$ cat src/rtl/core/chained_hash_table_engine_core_defines.svh
// Assertion macros for the hash table core
`ifndef CHAINED_HASH_TABLE_ENGINE_CORE_DEFINES_SVH
`define CHAINED_HASH_TABLE_ENGINE_CORE_DEFINES_SVH

// Check that an antecedent implies a consequent on the same edge
`define CHT_ASSERT_IMP(lbl, clk, rst_n, ante, cons, msg) \
	lbl: assert property (@(posedge clk) disable iff (!rst_n) (ante) |-> (cons)) \
		else $error(msg);

// Check that an antecedent implies a consequent on the next edge
`define CHT_ASSERT_NXT(lbl, clk, rst_n, ante, cons, msg) \
	lbl: assert property (@(posedge clk) disable iff (!rst_n) (ante) |=> (cons)) \
		else $error(msg);

`endif

$ cat src/rtl/core/cht_pkg.sv
package cht_pkg;
	localparam int BUCKETS = 32;
	localparam int ENTRIES = 256;
	localparam int KEY_BITS = 32;
	localparam int VALUE_BITS = 32;
	localparam int NODE_W = $clog2(ENTRIES);
	localparam int LINK_W = NODE_W + 1;
	localparam int BKT_W = $clog2(BUCKETS);
	localparam int CNT_W = 9;
	localparam int STEP_W = $clog2(ENTRIES) + 1;

	localparam logic [1:0] MODE_INSERT = 2'd0;
	localparam logic [1:0] MODE_FIND = 2'd1;
	localparam logic [1:0] MODE_DELETE = 2'd2;

	localparam logic [2:0] ST_INSERTED = 3'd0;
	localparam logic [2:0] ST_REPLACED = 3'd1;
	localparam logic [2:0] ST_DUPLICATE = 3'd2;
	localparam logic [2:0] ST_FOUND = 3'd3;
	localparam logic [2:0] ST_NOT_FOUND = 3'd4;
	localparam logic [2:0] ST_DELETED = 3'd5;
	localparam logic [2:0] ST_FULL = 3'd6;

	localparam logic [0:0] REG_BUCKET_COUNT = 1'd0;
	localparam logic [0:0] REG_REPLACE = 1'd1;

	localparam logic [LINK_W-1:0] NIL = LINK_W'(ENTRIES);

	typedef struct packed {
		logic [1:0] mode;
		logic [31:0] key;
		logic [31:0] value;
	} in_item_t;

	typedef struct packed {
		logic [2:0] status;
		logic [31:0] value_out;
		logic [8:0] element_count;
	} out_item_t;

	typedef struct packed {
		logic we;
		logic [NODE_W-1:0] addr;
		logic [KEY_BITS-1:0] key;
		logic [VALUE_BITS-1:0] value;
		logic [LINK_W-1:0] next;
	} node_wr_t;

	typedef struct packed {
		logic [KEY_BITS-1:0] key;
		logic [VALUE_BITS-1:0] value;
		logic [LINK_W-1:0] next;
	} node_rd_t;
endpackage

$ cat src/rtl/core/cht_free_pool.sv
module cht_free_pool
	import cht_pkg::*;
(
	input logic clk,
	input logic arst_n,
	input logic pop,
	input logic push,
	input logic [NODE_W-1:0] push_node,
	output logic [NODE_W-1:0] top_node,
	output logic empty
);
	logic [NODE_W-1:0] stack_mem [ENTRIES];
	logic [CNT_W-1:0] free_q;
	logic [CNT_W-1:0] low_q;
	logic [NODE_W-1:0] rd_q;
	logic rd_init_q;
	logic [CNT_W-1:0] rd_idx;

	assign empty = (free_q == '0);
	assign rd_idx = free_q - CNT_W'(1);

	always_ff @(posedge clk) begin
		if (push) stack_mem[free_q[NODE_W-1:0]] <= push_node;
		rd_q <= stack_mem[rd_idx[NODE_W-1:0]];
	end

	// Slots below the lowest fill ever reached still hold their own index
	always_ff @(posedge clk or negedge arst_n) begin
		if (!arst_n) begin
			free_q <= CNT_W'(ENTRIES);
			low_q <= CNT_W'(ENTRIES);
			rd_init_q <= 1'b1;
		end else begin
			rd_init_q <= (rd_idx < low_q);
			if (pop) begin
				free_q <= free_q - CNT_W'(1);
				if (rd_idx < low_q) low_q <= rd_idx;
			end else if (push) begin
				free_q <= free_q + CNT_W'(1);
			end
		end
	end

	assign top_node = rd_init_q ? rd_idx[NODE_W-1:0] : rd_q;
endmodule

$ cat config.mk
export PLATFORM = sky130hd
export DESIGN_NAME = cht_free_pool
export DESIGN_NICKNAME = d
export VERILOG_FILES = /design/src/rtl/core/chained_hash_table_engine_core_defines.svh /design/src/rtl/core/cht_pkg.sv /design/src/rtl/core/cht_free_pool.sv
export SDC_FILE = /design/constraint.sdc
export NUM_CORES = 2
export LEC_CHECK = 0
export ABC_AREA = 1
export BUFFER_PORTS_ARGS = -buffer_cell sky130_fd_sc_hd__buf_2
export CAP_MARGIN = 20
export CORE_MARGIN = 2
export CORE_UTILIZATION = 60
export DETAILED_ROUTE_END_ITERATION = 7
export PLACE_DENSITY = 0.8
export SLEW_MARGIN = 20
export SYNTH_ARGS = -nofsm -noshare
export SYNTH_HDL_FRONTEND = slang
export SYNTH_SLANG_ARGS = --single-unit
$ cat constraint.sdc
create_clock -name clk -period 7.7 [get_ports clk]
set_input_delay 0.385 -clock clk [delete_from_list [all_inputs] [get_ports clk]]
set_output_delay 0.385 -clock clk [all_outputs]
set_load 0.02 [all_outputs]
==> metrics <==
yosys warns 0; CTS tree built; Buffers & Inverters on Critical Path 4; P per Cell Area 418.1 mW/mm^2; cell count after synthesis 7157; cells along the critical path inv_16 -> buf_6 -> nand3_1 -> nor2_1 -> xor2_2 -> inv_2 -> o21ai_1 -> buf_2; layout cells sized above 1 0.05508; most frequent cells in the layout nand2_1 (2158), edfxtp_1 (2048), nand3_1 (2025), nor2_1 (283), clkbuf_16 (196); Initial Util 0.6055; Filler cells between 9000 and 10000; unrepaired setup endpoints after global routing false; area grow syn2layout 8.331%; maximum VDD drop 548.2 uV; initial antenna violation count 8; FF+latch count, synth 2075; worst reg2reg path startpoint free_q[0]; ANT nets after route 0; CP endpoint kind output port; RD Place Congestion about 0.94; Die Y-Extent 379.7 um; top area cells in the synthesized netlist edfxtp_1 (73%), nand3_1 (12%), nand2_1 (9.6%); CTS root buffer clkbuf_16; core area 0.1399 sq mm; number of library cell types mapped by synthesis 35; vias 57820; final net count 6986; Die Area 0.1442 sq mm; Worst Tran Pin Value 1.172 ns; Synthesized Nets 7181; CTS Sinks 2075; GR Overflow Total 0; kind of critical path reg2out; Final Setup Violations 0; hpwl dp 123.8 mm; DR DRC count 1; CTS Buf Count ~190; CP Launch Point free_q[0]; initial DRC count 9761; largest net degree at the start of global routing 221; synthesized area 0.08469 sq mm; Max FO, Critical Path 220; status finished with violations; post_cts resized 0; CP peak stage delay around 0.74 ns; hold_sp push_node[5]; post-synth top area cell edfxtp_1; io pins 21; I/O Buffers 20; Clk Latency, worst-skew pair between 0.8 and 0.9 ns; Crit-path slowest cell dfrtp_4; Leak Pwr roughly 0.032 uW; f_max 184.9 MHz; top-area cell type share of the netlist area 0.7261; CP arrival 5.02 ns; failing checks design-rule violations; DRT Pass-1 Iters 8; clock slew seen by the registers of the worst setup and hold paths 0.06 ns; Clock Tree Buf Depth 3; Overall Global Routing Usage 0.3069; hold buffer count at CTS 4; H-tree depth 4; TNS Setup 0 ns; Setup crit start kind flip-flop; max-cap violations 0; final hold vios 0; Slew Viols, Final 0; Final Routed Wirelength ~230 mm; num rows 137; Slew headroom 0.2184; Power, Total 38360 uW; crit-path leading delay family buffers and inverters; HP Class in2reg; sequential-to-total area share from yosys stat 0.7337; Syn Area/Cell between 10 and 15 sq um; WL/cell ~25 um; critical path required time 7.32 ns; Clock Skews between 0.03 and 0.04 ns; Die Wd ~380 um; first-pass GRT wire length between 300 and 400 mm; postcts setup bufs 0; DR vias/cell 6.427; vias in the first global route 54730; crit path time final roughly 5.4 ns; Final period util 0.7023; most common cell after layout, fill and taps aside nand2_1
==> power by group <==
| group | switching [uW] | internal (uW) |
|---|---|---|
| clock network | 4160 | 5250 |
| registers | 191 | 12600 |
| logic | 12100 | 4070 |
==> flip-flops by register name, indices dropped and copies added (netlist names) <==
name	flops
stack_mem	2048
free_q	9
low_q	9
rd_q	8
rd_init_q	1
==> stage by stage <==
stage | cell area (sq um) | std cells | setup WS, ns | hold WS [ns] | util
floorplan | 84690 | 7157 | 4.348 | 0.08941 | -
global placement | 85500 | 8638 | 2.583 | 0.3607 | 0.6112
detailed placement | 85500 | 8638 | 2.614 | 0.3598 | 0.6113
CTS | 91730 | 8993 | 1.926 | 0.005115 | 0.6558
global route | 91740 | 8993 | 1.965 | 0.03028 | 0.6559
finish | 91750 | 8996 | 2.292 | 0.02079 | 0.6559
==> kinds of logic after synthesis <==
group / count (synthesis) / share of synthesized area
compound gates: 36 / 0.002364
simple gates: 4484 / 0.2292
xor+xnor: 8 / 0.001315
buf+inv: 542 / 0.03164
flops: 2075 / 0.7337
fa+ha+maj: 12 / 0.001773
==> final timing paths <==
check | end | slack (ns) | cells past startpoint
setup reg to reg | rd_q[3] | 2.64 | 13
min in group asynchronous | free_q[3] | 0.23 | 2
setup / recovery | top_node[7] | 2.29 | 8
hold / removal | stack_mem[182][5] | 0.02 | 1
hold reg to reg | low_q[0] | 0.49 | 2
max in group asynchronous | free_q[0] | 7.10 | 2
==> layer usage <==
metal,vias to the layer above,GRT usage,part of all wire
met5,-,0,0.00013
met3,659,0.08341,0.14
met2,4603,0.4620,0.46
met4,4,0.1409,0.049
met1,27600,0.4212,0.35
li1,24950,-,-
==> area by class of cell <==
type,instances,area [sq um],share of cell area
Clock inverter,102,1023,0.01116
Antenna cell,3,7.507,0.00008182
Tap cell,1876,2347,0.02558
Timing Repair Buffer,96,868.3,0.009464
Sequential cell,2075,62140,0.6773
Multi-Input combinational cell,4540,19970,0.2176
Inverter,55,230.2,0.002509
Clock buffer,249,5164,0.05628
==> Yosys cell counts, drive strengths merged <==
cell,count
ha,12
and2,1
nor3,3
nand3,2026
inv,54
a21oi,7
o221ai,2
o31ai,2
nor4,1
dfstp,3
clkbuf,88
dfxtp,8
nand2,2164
o21ai,22
edfxtp,2048
o211ai,2
dfrtp,16
nor2,288
buf,399
o21a,1
xor2,8
clkinv,1
nand4,1
No activity file was read; power rests on OpenSTA's default activity.
